<file path="src/hdl/a5_1_stream_cipher_core_defines.svh">
// Assertion helpers for the A5/1 core.
// Both expect a clock named clk and an active-low reset named arst_n in scope.
`ifndef A5_1_STREAM_CIPHER_CORE_DEFINES_SVH
`define A5_1_STREAM_CIPHER_CORE_DEFINES_SVH

`ifndef SYNTH
// cond holds at every rising clock edge outside reset
`define A51_ASSERT(lbl, cond) \
	lbl: assert property (@(posedge clk) disable iff (!arst_n) (cond)) \
		else $error("a5/1 core: assertion failed");
// ante in this cycle implies cons in the next
`define A51_ASSERT_NEXT(lbl, ante, cons) \
	lbl: assert property (@(posedge clk) disable iff (!arst_n) (ante) |=> (cons)) \
		else $error("a5/1 core: assertion failed");
`else
`define A51_ASSERT(lbl, cond)
`define A51_ASSERT_NEXT(lbl, ante, cons)
`endif

`endif

</file>
<file path="src/hdl/a51_pkg.sv">
package a51_pkg;

	localparam int KEY_W   = 64;
	localparam int FRAME_W = 22;
	localparam int R1_W    = 19;
	localparam int R2_W    = 22;
	localparam int R3_W    = 23;
	localparam int CNT_W   = 8;   // covers key bits, frame bits and up to 255 warmup clocks
	localparam int KIDX_W  = 6;   // index into the 64-bit key
	localparam int FIDX_W  = 5;   // index into the 22-bit frame number
	localparam int CFG_IDX_W = 8;
	localparam int CFG_DATA_W = 64;

	localparam logic [R1_W-1:0] R1_TAPS = R1_W'((1 << 18) | (1 << 17) | (1 << 16) | (1 << 13));
	localparam logic [R2_W-1:0] R2_TAPS = R2_W'((1 << 21) | (1 << 20));
	localparam logic [R3_W-1:0] R3_TAPS = R3_W'((1 << 22) | (1 << 21) | (1 << 20) | (1 << 7));

	localparam logic [CFG_IDX_W-1:0] CFG_KEY   = CFG_IDX_W'(0);
	localparam logic [CFG_IDX_W-1:0] CFG_FRAME = CFG_IDX_W'(1);

	localparam logic [CNT_W-1:0] KEY_LAST  = CNT_W'(KEY_W - 1);
	localparam logic [CNT_W-1:0] BYTE_LAST = CNT_W'(7);

	typedef enum logic [2:0] {
		ST_IDLE,
		ST_KEY,
		ST_IV,
		ST_WARM,
		ST_GEN
	} a51_state_t;

	typedef struct packed {
		logic                load_data;  // capture the accepted byte
		logic                clear;      // zero all three registers
		logic                inject;     // xor a load bit into bit 0, then step all
		logic                use_iv;     // load bit comes from the frame number
		logic [KIDX_W-1:0]   bit_idx;
		logic                maj_clk;    // one majority-rule clock
		logic                ks_shift;   // sample keystream bit before the clock
		logic                ks_last;    // eighth bit: write the result byte
	} a51_cmd_t;

	function automatic logic [R1_W-1:0] step_r1(input logic [R1_W-1:0] r);
		return {r[R1_W-2:0], ^(r & R1_TAPS)};
	endfunction

	function automatic logic [R2_W-1:0] step_r2(input logic [R2_W-1:0] r);
		return {r[R2_W-2:0], ^(r & R2_TAPS)};
	endfunction

	function automatic logic [R3_W-1:0] step_r3(input logic [R3_W-1:0] r);
		return {r[R3_W-2:0], ^(r & R3_TAPS)};
	endfunction

endpackage

</file>
<file path="src/hdl/a51_ctrl.sv">
`include "a5_1_stream_cipher_core_defines.svh"

module a51_ctrl import a51_pkg::*; #(
	parameter int WARMUP_CLOCKS = 100,
	parameter int IV_BITS       = 22
) (
	input  logic     clk,
	input  logic     arst_n,
	input  logic     in_valid,
	output logic     in_ready,
	input  logic     frame_start,
	output logic     out_valid,
	input  logic     out_ready,
	output a51_cmd_t cmd
);

	localparam logic [CNT_W-1:0] IV_LAST   = CNT_W'(IV_BITS - 1);
	localparam logic [CNT_W-1:0] WARM_LAST = CNT_W'((WARMUP_CLOCKS > 0) ? WARMUP_CLOCKS - 1 : 0);

	a51_state_t        state_q, state_d;
	logic [CNT_W-1:0]  count_q, count_d;
	logic              out_valid_q;
	logic              in_accept;
	logic              slot_free;
	logic              gen_last;

	assign in_ready  = (state_q == ST_IDLE);
	assign in_accept = in_valid && in_ready;
	assign slot_free = !out_valid_q || out_ready;
	assign gen_last  = (state_q == ST_GEN) && (count_q == BYTE_LAST);
	assign out_valid = out_valid_q;

	// next state and counter
	always_comb begin
		state_d = state_q;
		count_d = count_q;
		unique case (state_q)
			ST_IDLE: begin
				if (in_accept) begin
					state_d = frame_start ? ST_KEY : ST_GEN;
					count_d = '0;
				end
			end
			ST_KEY: begin
				if (count_q == KEY_LAST) begin
					state_d = ST_IV;
					count_d = '0;
				end else begin
					count_d = count_q + 1'b1;
				end
			end
			ST_IV: begin
				if (count_q == IV_LAST) begin
					state_d = (WARMUP_CLOCKS > 0) ? ST_WARM : ST_GEN;
					count_d = '0;
				end else begin
					count_d = count_q + 1'b1;
				end
			end
			ST_WARM: begin
				if (count_q == WARM_LAST) begin
					state_d = ST_GEN;
					count_d = '0;
				end else begin
					count_d = count_q + 1'b1;
				end
			end
			ST_GEN: begin
				if (count_q == BYTE_LAST) begin
					// last bit waits for the output register to free up
					if (slot_free) begin
						state_d = ST_IDLE;
						count_d = '0;
					end
				end else begin
					count_d = count_q + 1'b1;
				end
			end
			default: begin
				state_d = ST_IDLE;
				count_d = '0;
			end
		endcase
	end

	// datapath commands
	always_comb begin
		cmd = '0;
		unique case (state_q)
			ST_IDLE: begin
				cmd.load_data = in_accept;
				cmd.clear     = in_accept && frame_start;
			end
			ST_KEY: begin
				cmd.inject  = 1'b1;
				cmd.bit_idx = count_q[KIDX_W-1:0];
			end
			ST_IV: begin
				cmd.inject  = 1'b1;
				cmd.use_iv  = 1'b1;
				cmd.bit_idx = count_q[KIDX_W-1:0];
			end
			ST_WARM: begin
				cmd.maj_clk = 1'b1;
			end
			ST_GEN: begin
				if (!gen_last || slot_free) begin
					cmd.maj_clk  = 1'b1;
					cmd.ks_shift = 1'b1;
					cmd.ks_last  = gen_last;
				end
			end
			default: begin
				cmd = '0;
			end
		endcase
	end

	always_ff @(posedge clk or negedge arst_n) begin
		if (!arst_n) begin
			state_q     <= ST_IDLE;
			count_q     <= '0;
			out_valid_q <= 1'b0;
		end else begin
			state_q <= state_d;
			count_q <= count_d;
			if (cmd.ks_last) begin
				out_valid_q <= 1'b1;
			end else if (out_ready) begin
				out_valid_q <= 1'b0;
			end
		end
	end

	`A51_ASSERT_NEXT(a_frame_enters_key, in_accept && frame_start, state_q == ST_KEY && count_q == '0)
	`A51_ASSERT_NEXT(a_key_to_iv, state_q == ST_KEY && count_q == KEY_LAST, state_q == ST_IV)
	`A51_ASSERT_NEXT(a_last_bit_stall, gen_last && !slot_free, gen_last && $stable(count_q))
	`A51_ASSERT_NEXT(a_result_posted, cmd.ks_last, out_valid_q && state_q == ST_IDLE)

endmodule

</file>
<file path="src/hdl/a51_datapath.sv">
module a51_datapath import a51_pkg::*; (
	input  logic                  clk,
	input  logic                  arst_n,
	input  a51_cmd_t              cmd,
	input  logic [7:0]            data_byte,
	input  logic                  cfg_we,
	input  logic [CFG_IDX_W-1:0]  cfg_index,
	input  logic [CFG_DATA_W-1:0] cfg_data,
	output logic [7:0]            out_byte
);

	logic [KEY_W-1:0]   key_q;
	logic [FRAME_W-1:0] frame_q;
	logic [R1_W-1:0]    r1_q;
	logic [R2_W-1:0]    r2_q;
	logic [R3_W-1:0]    r3_q;
	logic [7:0]         data_q;
	logic [7:0]         ks_q;
	logic [7:0]         out_q;

	logic               load_bit;
	logic [R1_W-1:0]    r1_inj;
	logic [R2_W-1:0]    r2_inj;
	logic [R3_W-1:0]    r3_inj;
	logic               ca, cb, cc, maj;
	logic               ks_bit;
	logic [7:0]         ks_next;

	assign load_bit = cmd.use_iv ? frame_q[cmd.bit_idx[FIDX_W-1:0]] : key_q[cmd.bit_idx];
	assign r1_inj   = r1_q ^ {{(R1_W-1){1'b0}}, load_bit};
	assign r2_inj   = r2_q ^ {{(R2_W-1){1'b0}}, load_bit};
	assign r3_inj   = r3_q ^ {{(R3_W-1){1'b0}}, load_bit};

	// clocking bits and the majority vote
	assign ca  = r1_q[8];
	assign cb  = r2_q[10];
	assign cc  = r3_q[10];
	assign maj = (ca & cb) | (ca & cc) | (cb & cc);

	assign ks_bit  = r1_q[R1_W-1] ^ r2_q[R2_W-1] ^ r3_q[R3_W-1];
	assign ks_next = {ks_bit, ks_q[7:1]};

	always_ff @(posedge clk or negedge arst_n) begin
		if (!arst_n) begin
			key_q   <= '0;
			frame_q <= '0;
			r1_q    <= '0;
			r2_q    <= '0;
			r3_q    <= '0;
		end else begin
			if (cfg_we && cfg_index == CFG_KEY) begin
				key_q <= cfg_data;
			end
			if (cfg_we && cfg_index == CFG_FRAME) begin
				frame_q <= cfg_data[FRAME_W-1:0];
			end
			// clear, inject and maj_clk are exclusive by phase; cycles with none of them hold the registers
			if (cmd.clear) begin
				r1_q <= '0;
				r2_q <= '0;
				r3_q <= '0;
			end else if (cmd.inject) begin
				r1_q <= step_r1(r1_inj);
				r2_q <= step_r2(r2_inj);
				r3_q <= step_r3(r3_inj);
			end else if (cmd.maj_clk) begin
				if (ca == maj) r1_q <= step_r1(r1_q);
				if (cb == maj) r2_q <= step_r2(r2_q);
				if (cc == maj) r3_q <= step_r3(r3_q);
			end
		end
	end

	always_ff @(posedge clk) begin
		if (cmd.load_data) begin
			data_q <= data_byte;
		end
		if (cmd.ks_shift) begin
			ks_q <= ks_next;
		end
		if (cmd.ks_last) begin
			out_q <= data_q ^ ks_next;
		end
	end

	assign out_byte = out_q;

endmodule

</file>
<file path="src/hdl/a5_1_stream_cipher_core.sv">
// A5/1-style stream cipher core. Each request on the input channel carries one data byte and a
// frame_start flag; each request on the output channel returns that byte XORed with the next
// eight keystream bits, the first bit in the LSB. Program cipher_key (index 0) and
// frame_number (index 1, low 22 bits kept) through the config port while the core is idle;
// they take effect at the next frame_start. Without any frame_start since reset the
// keystream is all zeros. A byte without frame_start is accepted and then clocks out its
// eight keystream bits; with frame_start the accept also clears the registers, and the 64
// key bits, the IV_BITS frame bits and the warmup majority clocks come before them. The
// datapath makes a single LFSR update per cycle, one load bit or one majority clock, unless
// the last clock of a byte stalls. The output register lets a result wait while the next
// byte is taken; the last keystream clock of a byte stalls only if the previous result still sits there.
module a5_1_stream_cipher_core import a51_pkg::*; #(
	parameter int WARMUP_CLOCKS = 100,  // majority clocks after loading, 0..255
	parameter int IV_BITS       = 22    // frame number bits loaded, 1..22
) (
	input  logic                  clk,
	input  logic                  arst_n,
	// input requests
	input  logic                  in_valid,
	output logic                  in_ready,
	input  logic [7:0]            data_byte,
	input  logic                  frame_start,
	// output requests
	output logic                  out_valid,
	input  logic                  out_ready,
	output logic [7:0]            out_byte,
	// config writes
	input  logic                  cfg_valid,
	output logic                  cfg_ready,
	input  logic [CFG_IDX_W-1:0]  cfg_index,
	input  logic [CFG_DATA_W-1:0] cfg_data
);

	a51_cmd_t cmd;

	// registers can always be written; unknown indexes are dropped in the datapath
	assign cfg_ready = 1'b1;

	// sequencer: load, warmup and keystream phases
	a51_ctrl #(
		.WARMUP_CLOCKS (WARMUP_CLOCKS),
		.IV_BITS       (IV_BITS)
	) u_ctrl (
		.clk         (clk),
		.arst_n      (arst_n),
		.in_valid    (in_valid),
		.in_ready    (in_ready),
		.frame_start (frame_start),
		.out_valid   (out_valid),
		.out_ready   (out_ready),
		.cmd         (cmd)
	);

	// three LFSRs, config registers, keystream and result byte
	a51_datapath u_datapath (
		.clk       (clk),
		.arst_n    (arst_n),
		.cmd       (cmd),
		.data_byte (data_byte),
		.cfg_we    (cfg_valid && cfg_ready),
		.cfg_index (cfg_index),
		.cfg_data  (cfg_data),
		.out_byte  (out_byte)
	);

endmodule
</file>
<file path="config.mk">
export PLATFORM = sky130hd
export DESIGN_NAME = a5_1_stream_cipher_core
export DESIGN_NICKNAME = d
export VERILOG_FILES = /design/src/hdl/a51_pkg.sv /design/src/hdl/a51_ctrl.sv /design/src/hdl/a51_datapath.sv /design/src/hdl/a5_1_stream_cipher_core.sv
export VERILOG_INCLUDE_DIRS = /design/src /design/src/hdl
export SDC_FILE = /design/constraint.sdc
export NUM_CORES = 1
export LEC_CHECK = 0
export ABC_AREA = 1
export BUFFER_PORTS_ARGS = -buffer_cell sky130_fd_sc_hd__buf_2
export CORE_MARGIN = 4
export CORE_UTILIZATION = 65
export CTS_BUF_LIST = sky130_fd_sc_hd__clkbuf_4 sky130_fd_sc_hd__clkbuf_8
export DETAILED_ROUTE_END_ITERATION = 8
export PLACE_DENSITY = 0.85
export SLEW_MARGIN = 15
export SYNTH_ARGS = -nofsm -noshare
export SYNTH_HDL_FRONTEND = slang
export SYNTH_HIERARCHICAL = 1
export SYNTH_SLANG_ARGS = --single-unit
export TNS_END_PERCENT = 30
</file>
<file path="constraint.sdc">
create_clock -name clk -period 6.75 [get_ports clk]
set_input_delay 1.0125 -clock clk [delete_from_list [all_inputs] [get_ports clk]]
set_output_delay 1.0125 -clock clk [all_outputs]
set_load 0.02 [all_outputs]
</file>
**Word level (Yosys, flattened, before mapping)**

Cells that the tools add are included.

- Register bits: 186
- Output and inout port bits: 11
- Logic and storage cells: 113

- Bitwise operators: 11
- Eq/ne operators: 19
- Muxes and demuxes: 41
- $add $sub $neg: 1
- Reductions and logical operators: 28
- $lt $le $gt $ge: 2

Operators with widths:

| cell | count |
|---|---|
| 23-bit 2-to-1 mux | 4 |
| 22-bit 2-to-1 mux | 4 |
| 19-bit 2-to-1 mux | 4 |
| 8-bit 2-to-1 mux | 6 |
| 23-bit parity | 2 |
| 22-bit parity | 2 |
| 8-bit one-hot mux with 5 select lines | 1 |
| 19-bit parity | 2 |
| 3-bit 2-to-1 mux | 8 |
| 23-bit by 1-bit bitwise XOR with 23-bit output | 1 |
| 22-bit by 1-bit bitwise XOR with 22-bit output | 1 |
| 19-bit by 1-bit bitwise XOR with 19-bit output | 1 |
| 3-bit one-hot mux with 5 select lines | 1 |
| 3-bit nonzero test | 4 |
| 8-bit by 1-bit adder with 8-bit output, second input constant | 1 |
| 8-bit by 1-bit == test with 1-bit output, second input constant | 1 |
| 8-bit by 3-bit == test with 1-bit output, second input constant | 1 |
| 8-bit by 5-bit == test with 1-bit output, second input constant | 1 |
| 8-bit by 6-bit == test with 1-bit output, second input constant | 1 |
| 8-bit by 7-bit == test with 1-bit output, second input constant | 1 |
| 8-bit logical NOT | 1 |
| 2-bit by 1-bit != test with 1-bit output, second input constant | 4 |
| 2-bit AND reduction | 4 |
| 8-bit bitwise XOR | 1 |
| other kinds (24) | 45 |

**Depth between registers and ports, before layout**

Gate-level depths: netlist of run 1.

- Word-level depth: 10
- Gate-level depth with buffers: 20

**Hierarchy**

Netlist of run 1, hierarchy kept.

By module, submodules not included:

| module | area each (µm²) | sequential area each (µm²) | times used | cells each |
|---|---|---|---|---|
| a51_datapath | 7432.1 | 4444.3 | 1 | 752 |
| a51_ctrl | 1028.5 | 300.3 | 1 | 160 |
| a5_1_stream_cipher_core | 11.3 | 0.0 | 1 | 2 |

**Least setup slack after synthesis of run 1**

No wires, ideal clock.

- Path kind: input -> register
- From: in in_valid
- To: reg u_datapath.r2_q[11]
- Slack: 4510 ps
- Stages on the path: 9
- Arrival time: 2102 ps
- Cells stage by stage: inv_1 nor2_1 nor2_1 nand2_1 nand2_1 nor2_1 inv_1 clkbuf_1 o22ai_1

RTL lines:

| item | line | text |
|---|---|---|
| start: declaration | a5_1_stream_cipher_core.sv:19 | `input logic in_valid,` |
| end signal: assignment | a51_datapath.sv:64 | `r2_q <= step_r2(r2_inj);` |
| end signal: assignment | a51_datapath.sv:68 | `if (cb == maj) r2_q <= step_r2(r2_q);` |
| end: declaration | a51_datapath.sv:15 | `logic [R2_W-1:0] r2_q;` |

==> results of run 1 <==
-- layout by cell type (no fill, tap or decap), drive strengths merged --
| master | count |
|---|---|
| clkinv | 2 |
| nor2 | 51 |
| nand4 | 5 |
| xor2 | 9 |
| dfrtp | 162 |
| clkbuf | 21 |
| ha | 2 |
| conb | 1 |
| a21oi | 3 |
| buf | 101 |
| inv | 130 |
| o211ai | 3 |
| o21ai | 70 |
| xnor2 | 9 |
| nor3 | 3 |
| mux2 | 42 |
| nor4 | 1 |
| or2 | 2 |
| o22ai | 55 |
| nand3 | 85 |
| a31oi | 1 |
| nand2 | 219 |
| nand3b | 1 |
| edfxtp | 23 |
| bufinv | 4 |
| clkinvlp | 2 |
-- layout make-up --
cell class / instances / share of cell area
timing repair buffer: 101 / 0.0558
tap: 172 / 0.0228
inverter: 127 / 0.0510
clock inverter: 11 / 0.0176
clock buffer: 21 / 0.0293
multi-input combinational: 562 / 0.321
sequential: 185 / 0.503
-- state kept, by name (all words and copies together), names as in the netlist --
signal               count
u_datapath/r1_q         19
u_datapath/r2_q         22
u_datapath/out_byte      8
u_ctrl/out_valid         1
u_ctrl/state_q           3
u_datapath/key_q        64
u_datapath/frame_q      22
u_datapath/ks_q          7
u_ctrl/count_q           8
u_datapath/r3_q         23
u_datapath/data_q        8
-- synthesized netlist by cell type, types with 3 or more instances --
library cell / instances
xor2_1: 9
clkbuf_1: 12
buf_6: 5
nand4_1: 5
o21ai_1: 30
xnor2_1: 9
nand3_2: 4
edfxtp_1: 23
nor3_1: 3
inv_2: 4
nand2_2: 7
inv_1: 121
o21ai_0: 39
buf_4: 4
buf_2: 17
nand3_1: 81
dfrtp_1: 162
nand2_1: 209
nor2_1: 46
o211ai_1: 3
o22ai_1: 55
mux2_2: 42
nor2_2: 3
-- per-layer routing --
layer,up-vias,wire [microns]
met5,-,0
met4,0,154
met3,16,951
met2,181,8490
met1,3085,7690
li1,3139,-
-- kinds of logic (layout without fill, tap and decap cells) --
kind of cell    Yosys count  in the layout
mux                      42             42
simple gates            367            367
buf+inv                 167            260
compound gates          132            132
flops                   185            185
fa+ha+maj                 2              2
xor+xnor                 18             18
other cells               1              1
-- where the power goes --
| group | switching (mW) | internal, mW | total (mW) |
|---|---|---|---|
| combinational | 0.108 | 0.0792 | 0.187 |
| clock | 0.375 | 0.431 | 0.807 |
| sequential | 0.0365 | 1.20 | 1.24 |
-- final timing paths --
check | start | end | cells after the start
min reg2reg | u_datapath/ks_q[6]$_DFFE_PP_ | u_datapath/ks_q[5]$_DFFE_PP_ | 0
max in group asynchronous | arst_n | u_datapath/r3_q[8]$_DFFE_PN0P_ | 2
max | u_ctrl/state_q[2]$_DFFE_PN0P_ | u_datapath/r1_q[1]$_DFFE_PN0P_ | 16
min | u_datapath/ks_q[6]$_DFFE_PP_ | u_datapath/ks_q[5]$_DFFE_PP_ | 0
max reg2reg | u_ctrl/state_q[2]$_DFFE_PN0P_ | u_datapath/r1_q[1]$_DFFE_PN0P_ | 16
min in group asynchronous | arst_n | u_datapath/key_q[4]$_DFFE_PN0P_ | 1
-- metrics by stage --
step	setup WS (ns)	hold WS, ns	util	power [mW]
after floorplan	4.51	0.445	-	1.36
after global placement	3.56	0.453	0.710	1.44
after detailed placement	3.53	0.456	0.710	1.44
after CTS	3.52	0.469	0.745	2.25
after global routing	3.19	0.485	0.745	2.33
final	3.50	0.465	0.745	2.23
-- critical path: stages, from the launching register on --
cell      delay (ns)
dfrtp_1         0.42
inv_1           0.10
nand3_1         0.13
nand2_1         0.16
inv_1           0.14
nor2_1          0.76
inv_1           0.46
nand3_1         0.25
nand2_1         0.08
nand2_1         0.06
nand3_1         0.08
nand3b_1        0.11
nand3_2         0.13
nand2_2         0.11
nand2_1         0.05
nand3_1         0.06
nand2_1         0.05
==> metrics, run 1 <==
actual slew at the worst max-slew pin 0.973 ns; Final Skew 0.0124 ns; IO buf count 95; Multi-input gate area 3030 sq um; clock-pin slew on the worst setup and hold paths 0.09 ns; Cell Pwr Density 237 nW/um^2; Clk Latency, worst-skew pair 0.46 ns; Post-Syn Area 8470 sq um; Clock Tree Buf Depth 2; Post-CTS Hold Buffers 0; CTS tree done; Cell Area, Placed 8990 sq um; reg-to-reg slack, setup 3.50 ns; Peak Freq 307 MHz; register area 4740 sq um; final instance area 9440 sq um; I/O pin count 97; # fillers 922; Die X 122 microns; CTS root buf clkbuf_8; period utilization 0.482; TNS Setup 0 ns; die height 122 microns; Main synth FF type dfrtp_1; Pre-Repair DR Iteration Count 6; grt met2 use 0.386; min Tclk post-route 3.25 ns; Mean Syn Cell Area 9.27 sq um; postcts setup bufs 0; Die Area 14900 sq um; VDD IR max 0.000207 V; mux share of post-synthesis cell area 0.0558; Critical Path RT 7.11 ns; area added between synthesis and finish 11.4%; CP max FO 13; first-pass GRT wire length 28.9 mm; Sinks on Clock Net 185; starting density of the core 0.669; status finished clean; Fin. Hold Viols 0; Worst slew margin 0.349; HP Class flip-flop to flip-flop; Finished Layout Cells 1179; Leakage 4.79 nW; Setup-failing EPs final 0; met3 Use GR 0.0608; Final ANT Viol Nets 0; global-route track usage on met1 0.348; post-synth top area cell dfrtp_1; Synth Register Bits 185; Core Region 12700 sq um; share of post-route cells with drive strength above 1 0.205; vias in the first global route 6097; yosys warns 6; GPL Wtd Cong 0.885; Slew Limit Fails 0; crit path capture type flip-flop; initial antenna violation count 0; H-tree depth 4; drt drc 0; TritonCTS buffer count 17; Synth Area in Adders 0.00295; Post-Syn Instances 914; synthesized net count 1002; compound-cell area share of the yosys netlist 0.0889; vias 6421; xor-xnor portion of the synthesized cell area 0.0186; ys async rst share 0.876; total gr overflow 0; overall routing resource usage 0.244; hpwl dp 11.5 mm; top-area cell type share of the netlist area 0.479; Synth cell types 38; Iter 0 DRT Violations 673; largest family of logic cells by synthesized area simple AND/OR/NAND/NOR gates; Placed Cells 1147; largest cells by area after synthesis dfrtp_1, nand2_1, edfxtp_1; Synth Area in Simple Gates 0.190; Final #Nets 1082; largest net degree at the start of global routing 97; n_diodes 0; EDFF count, synth 23; maxcap violations 0; crit path kind flip-flop to flip-flop; RSZ-0062 raised after global routing no; via/cell ratio 5.45; crit path launch type flip-flop; post_cts resized 0; Total Wirelength 17.3 mm; # rows 41; crit path DAT 3.61 ns; drt wl/cell 14.7 microns; GRT busiest layer met2; sequential share of the synthesized area 0.560
Note: power is estimated with default switching activity, not from simulation.
==> run 2: changes to the inputs <==
CORE_UTILIZATION = 55   (was 65)
PLACE_DENSITY = 0.77   (was 0.85)
clock period = 2.83 ns   (was 6.75 ns; I/O delays follow)
==> run 2 against run 1 <==
The run now ends with hold timing left. Critical endpoint unchanged. Clock power increased by 110%. Cell area up 0.70%. Via count fell by 2.0%. Critical path depth is 1 higher. Register-to-register slack got worse by 3.1 ns. Sequential power grew 140%. Worst setup slack got worse by 3.1 ns. First-iteration DRC count decreased by 20%. Final cell count is 2.1% higher.
==> metrics, run 2 (synthesized netlist as in run 1, its figures left out) <==
status finished with violations; failing checks hold timing; Pre-Repair DR Iteration Count 5 (-1); Die Area 17500 sq um (+17%); I/O pin count 97 (unchanged); CTS root buf clkbuf_8; Critical Path RT 3.17 ns (-3.94 ns); Clock Tree Buf Depth 2 (unchanged); Final Skew 0.0112 ns (-0.00125 ns); period utilization 0.877 (+0.395); Fin. Hold Viols 15 (+15); TritonCTS buffer count 17 (unchanged); RSZ-0062 raised after global routing no; die height 132 microns (+8.1%); WP buf/inv 3 (unchanged); postcts setup bufs 0 (unchanged); Clk Latency, worst-skew pair 0.45 ns (about the same); register area 4740 sq um (unchanged); area added between synthesis and finish 12.2%; H-tree depth 4 (unchanged); commonest non-fill, non-tap cells in the layout nand2_1, dfrtp_1, inv_1; max reg flops 64 (unchanged); GRT busiest layer met2; biggest regs u_datapath/key_q (64), u_datapath/r3_q (23); total gr overflow 0 (unchanged); Final #Nets 1091 (+0.83%); IO buf count 95 (unchanged); TNS Setup 0 ns (unchanged); via/cell ratio 5.23 (-4.0%); crit path capture type flip-flop; Largest delay share family, worst path simple AND/OR/NAND/NOR gates; initial antenna violation count 0 (unchanged); Sinks on Clock Net 185 (unchanged); Setup-failing EPs final 0 (unchanged); CP max FO 26 (+13); CP max-delay cell dfrtp_1; VDD IR max 0.000305 V (+47%); Cell Pwr Density 539 nW/um^2 (+130%); most common cell after layout, fill and taps aside nand2_1; drt drc 0 (unchanged); drt wl/cell 14.1 microns (-3.6%); Hold WS -0.00991 ns (-0.475 ns); clock-pin slew on the worst setup and hold paths 0.08 ns (about the same); min Tclk post-route 2.48 ns (-0.772 ns); GPL Wtd Cong 0.838 (-5.3%); Multi-input gate area 3030 sq um (about the same); maxcap violations 0 (unchanged); crit path launch type flip-flop; Final ANT Viol Nets 0 (unchanged); grt met2 use 0.320 (-0.0656); Final Util 0.628 (-0.117); actual slew at the worst max-slew pin 0.692 ns (-0.282 ns); Leakage 4.82 nW (+0.59%); # fillers 1242 (+35%); n_diodes 0 (unchanged); largest net degree at the start of global routing 75 (-23%); Iter 0 DRT Violations 537 (-20%); critical path, cell by cell inv_1 -> nand3_1 -> nand2_1 -> inv_1 -> nor2_2 -> buf_6 -> nor2_1 -> nor2_1 -> o21ai_1 -> nand2_1 -> nand2_1 -> nand3_1 -> nand3_2 -> a21oi_4 -> nand3_1 -> nand3_1 -> nand2_1; crit path DAT 2.82 ns (-0.79 ns); first-pass GRT wire length 28.9 mm (about the same); CTS tree done; Worst slew margin 0.539 (+0.190); Core Region 15100 sq um (+20%); Slew Limit Fails 0 (unchanged); hpwl dp 11.9 mm (+3.5%); # rows 45 (+9.8%); Die X 132 microns (+8.1%); vias 6293 (-2.0%); starting density of the core 0.559 (-0.109); CP max stage delay 0.42 ns (-0.34 ns); vias in the first global route 6154 (+0.93%); post_cts resized 0 (unchanged); Post-CTS Hold Buffers 0 (unchanged); share of post-route cells with drive strength above 1 0.213 (+0.00803); met3 Use GR 0.0389 (-0.0219); global-route track usage on met1 0.275 (-0.0725); HP Class input port to asynchronous set/reset pin; Total Wirelength 17.0 mm (-1.6%); Peak Freq 403 MHz (+31%); Largest Register u_datapath/key_q; overall routing resource usage 0.200 (-0.0440); crit path kind flip-flop to flip-flop
## run 2: per-stage QoR
| step | instances | cell area, sq um | setup slack [ns] | power [mW] |
|---|---|---|---|---|
| floorplan | 914 | 8470 | 0.703 | 3.25 |
| global placement | 1172 | 9090 | 0.409 | 3.43 |
| detailed placement | 1172 | 9090 | 0.315 | 3.45 |
| CTS | 1204 | 9500 | 0.306 | 5.18 |
| global route | 1204 | 9500 | 0.0131 | 5.37 |
| finish | 1204 | 9500 | 0.349 | 5.12 |
## run 2: metal layers
metal | vias up | wire length [microns]
li1 | 3152 | -
met1 | 2971 | 7850
met3 | 22 | 756
met5 | - | 0
met4 | 0 | 316
met2 | 148 | 8090
## run 2: cell type report
cell class | count | area share
flip-flops and latches | 185 | 0.499
multi-input cells | 562 | 0.319
repair buffers | 110 | 0.0642
inverters | 127 | 0.0509
clock buffers | 27 | 0.0358
well taps | 188 | 0.0247
clock inverters | 5 | 0.00632
## run 2: power breakdown
part	leakage (nW)	internal, mW	total [mW]	switching (mW)
clock network	0.204	0.866	1.72	0.856
logic	2.31	0.193	0.441	0.248
registers	2.30	2.87	2.96	0.0864
total	4.82	3.93	5.12	1.19
## run 2: worst paths after layout
kind | start | end | slack [ns] | depth (start not counted)
worst min register to register | u_datapath/ks_q[7]$_DFFE_PP_ | u_datapath/ks_q[6]$_DFFE_PP_ | 0.49 | 0
worst min-delay path | arst_n | u_datapath/r3_q[18]$_DFFE_PN0P_ | -0.01 | 1
worst max-delay path | u_ctrl/state_q[2]$_DFFE_PN0P_ | u_datapath/r1_q[1]$_DFFE_PN0P_ | 0.35 | 17
max in group asynchronous | arst_n | u_datapath/key_q[35]$_DFFE_PN0P_ | 2.11 | 2
worst max register to register | u_ctrl/state_q[2]$_DFFE_PN0P_ | u_datapath/r1_q[1]$_DFFE_PN0P_ | 0.35 | 17
min in group clk | data_byte[6] | u_datapath/data_q[6]$_DFFE_PP_ | 0.15 | 1
==> run 3: changes to the inputs <==
PLACE_DENSITY = default   (was 0.77)
PLACE_DENSITY_LB_ADDON = 0.2   (was default)
SLEW_MARGIN = 0   (was 15)
==> run 3 against run 2 <==
The run now ends clean. Power up 5.9%. Combinational power is 0.9% lower. Register-to-register slack worse by 0.07 ns. Sequential share of layout area fell by 0.33 points.
==> metrics, run 3 (synthesized netlist as in run 1, its figures left out) <==
VDD IR max 0.000302 V (-0.93%); critical path, cell by cell nor2_1 -> inv_1 -> nor2_2 -> nand2_1 -> nor2_1 -> nor2_1 -> nand2_1 -> nand2_1 -> nor2_1 -> inv_1 -> o21ai_0; CTS tree done; drt wl/cell 14.3 microns (+1.5%); Clock Tree Buf Depth 2 (unchanged); Die Area 17500 sq um (unchanged); max reg flops 64 (unchanged); HP Class input port to flip-flop; biggest regs u_datapath/key_q (64), u_datapath/r3_q (23); RSZ-0062 raised after global routing no; met3 Use GR 0.0489 (+0.00992); CP max stage delay 0.42 ns (about the same); die height 132 microns (unchanged); share of post-route cells with drive strength above 1 0.211 (-0.00197); crit path launch type flip-flop; Worst slew margin 0.371 (-0.168); CP max-delay cell dfrtp_1; Die X 132 microns (unchanged); n_diodes 0 (unchanged); total gr overflow 0 (unchanged); Pre-Repair DR Iteration Count 5 (unchanged); largest net degree at the start of global routing 87 (+16%); Peak Freq 392 MHz (-2.8%); vias 6330 (+0.59%); final worst slack 0.277 ns (-0.0722 ns); overall routing resource usage 0.205 (+0.00515); Leakage 4.85 nW (+0.54%); I/O pin count 97 (unchanged); period utilization 0.902 (+0.0255); status finished clean; # rows 45 (unchanged); Total Wirelength 17.3 mm (+1.5%); TNS Setup 0 ns (unchanged); IO buf count 95 (unchanged); Iter 0 DRT Violations 464 (-14%); Critical Path RT 3.22 ns (+0.05 ns); maxcap violations 0 (unchanged); overall power 5.42 mW (+5.9%); grt met2 use 0.307 (-0.0128); most common cell after layout, fill and taps aside nand2_1; Finished Layout Cells 1204 (unchanged); Fin. Hold Viols 0 (-15); via/cell ratio 5.26 (+0.59%); vias in the first global route 5958 (-3.2%); clock-pin slew on the worst setup and hold paths 0.10 ns (+0.02 ns); Largest Register u_datapath/key_q; starting density of the core 0.559 (unchanged); GPL Wtd Cong 0.857 (+2.3%); Core Region 15100 sq um (unchanged); post_cts resized 0 (unchanged); area added between synthesis and finish 12.9%; Final ANT Viol Nets 0 (unchanged); Placed Cells 1171 (-0.085%); hpwl dp 11.8 mm (-0.48%); Final Skew 0.0170 ns (+0.00582 ns); min Tclk post-route 2.55 ns (+0.0722 ns); Final #Nets 1091 (unchanged); initial antenna violation count 0 (unchanged); Slew Limit Fails 0 (unchanged); crit path capture type flip-flop; Cell Pwr Density 567 nW/um^2 (+5.2%); global-route track usage on met1 0.296 (+0.0212); TritonCTS buffer count 17 (unchanged); CTS root buf clkbuf_8; CP max FO 21 (-19%); Sinks on Clock Net 185 (unchanged); GRT busiest layer met2; drt drc 0 (unchanged); actual slew at the worst max-slew pin 0.944 ns (+0.253 ns); Final Util 0.632 (+0.00413); Largest delay share family, worst path simple AND/OR/NAND/NOR gates; Setup-failing EPs final 0 (unchanged); most used cell, CP nor2_1; post-place setup slack 0.291 ns (-0.0238 ns); commonest non-fill, non-tap cells in the layout nand2_1, dfrtp_1, inv_1; WP buf/inv 2 (-1); Clk Latency, worst-skew pair 0.47 ns (+0.02 ns); # fillers 1295 (+4.3%); crit path DAT 2.94 ns (+0.12 ns); crit path kind flip-flop to flip-flop; first-pass GRT wire length 29.1 mm (+0.93%); H-tree depth 4 (unchanged)
run 3: cell types whose count changed in the layout (fill, tap and decap cells not counted), moves of 2 or more:
| cell | before | now |
|---|---|---|
| clkbuf_8 | 22 | 17 |
| bufinv_16 | 1 | 5 |
| clkbuf_4 | 5 | 2 |
| inv_6 | 0 | 3 |
| clkinv_4 | 1 | 3 |
| inv_4 | 4 | 2 |
| nor2_2 | 5 | 3 |
run 3: layout make-up:
class | count | area [sq um] | share of cell area
timing repair buffer | 110 | 609 | 0.0637
sequential | 185 | 4740 | 0.496
multi-input combinational | 562 | 3030 | 0.317
inverter | 127 | 482 | 0.0504
clock buffer | 19 | 249 | 0.0260
tap | 188 | 235 | 0.0246
clock inverter | 13 | 215 | 0.0225
run 3: per-stage QoR:
step / cell area [sq um] / hold slack [ns]
2_1_floorplan: 8470 / 0.129
3_3_place_gp: 9090 / 0.456
3_5_place_dp: 9090 / 0.455
4_1_cts: 9570 / 0.0730
5_1_grt: 9570 / 0.0743
6_report: 9570 / 0.126
run 3: routing by layer:
| layer | vias to the layer above | share of wire |
|---|---|---|
| met2 | 124 | 0.47 |
| met3 | 15 | 0.041 |
| met5 | - | 0 |
| met4 | 0 | 0.012 |
| met1 | 3048 | 0.48 |
| li1 | 3143 | - |
run 3: what timing repair did:
action                    in CTS  in global routing
hold buffers                   1                  0
hold endpoints to repair      60                  0
buffers inserted               0                  0
run 3: final timing paths:
| path | endpoint | slack (ns) | cells past startpoint | startpoint |
|---|---|---|---|---|
| max | u_datapath/r3_q[22]$_DFFE_PN0P_ | 0.28 | 11 | u_ctrl/state_q[1]$_DFFE_PN0P_ |
| min | u_datapath/data_q[4]$_DFFE_PP_ | 0.13 | 1 | data_byte[4] |
| max reg2reg | u_datapath/r3_q[22]$_DFFE_PN0P_ | 0.28 | 11 | u_ctrl/state_q[1]$_DFFE_PN0P_ |
| min reg2reg | u_datapath/ks_q[5]$_DFFE_PP_ | 0.48 | 0 | u_datapath/ks_q[6]$_DFFE_PP_ |
| max in group asynchronous | u_datapath/key_q[18]$_DFFE_PN0P_ | 1.54 | 3 | arst_n |
| min in group asynchronous | u_ctrl/out_valid$_DFFE_PN0P_ | 0.51 | 2 | arst_n |
run 3: power breakdown:
group / internal [mW] / total (mW) / switching, mW / leakage, nW
registers: 2.87 / 2.95 / 0.0832 / 2.30
clock network: 1.08 / 2.03 / 0.950 / 0.232
logic: 0.194 / 0.437 / 0.243 / 2.31
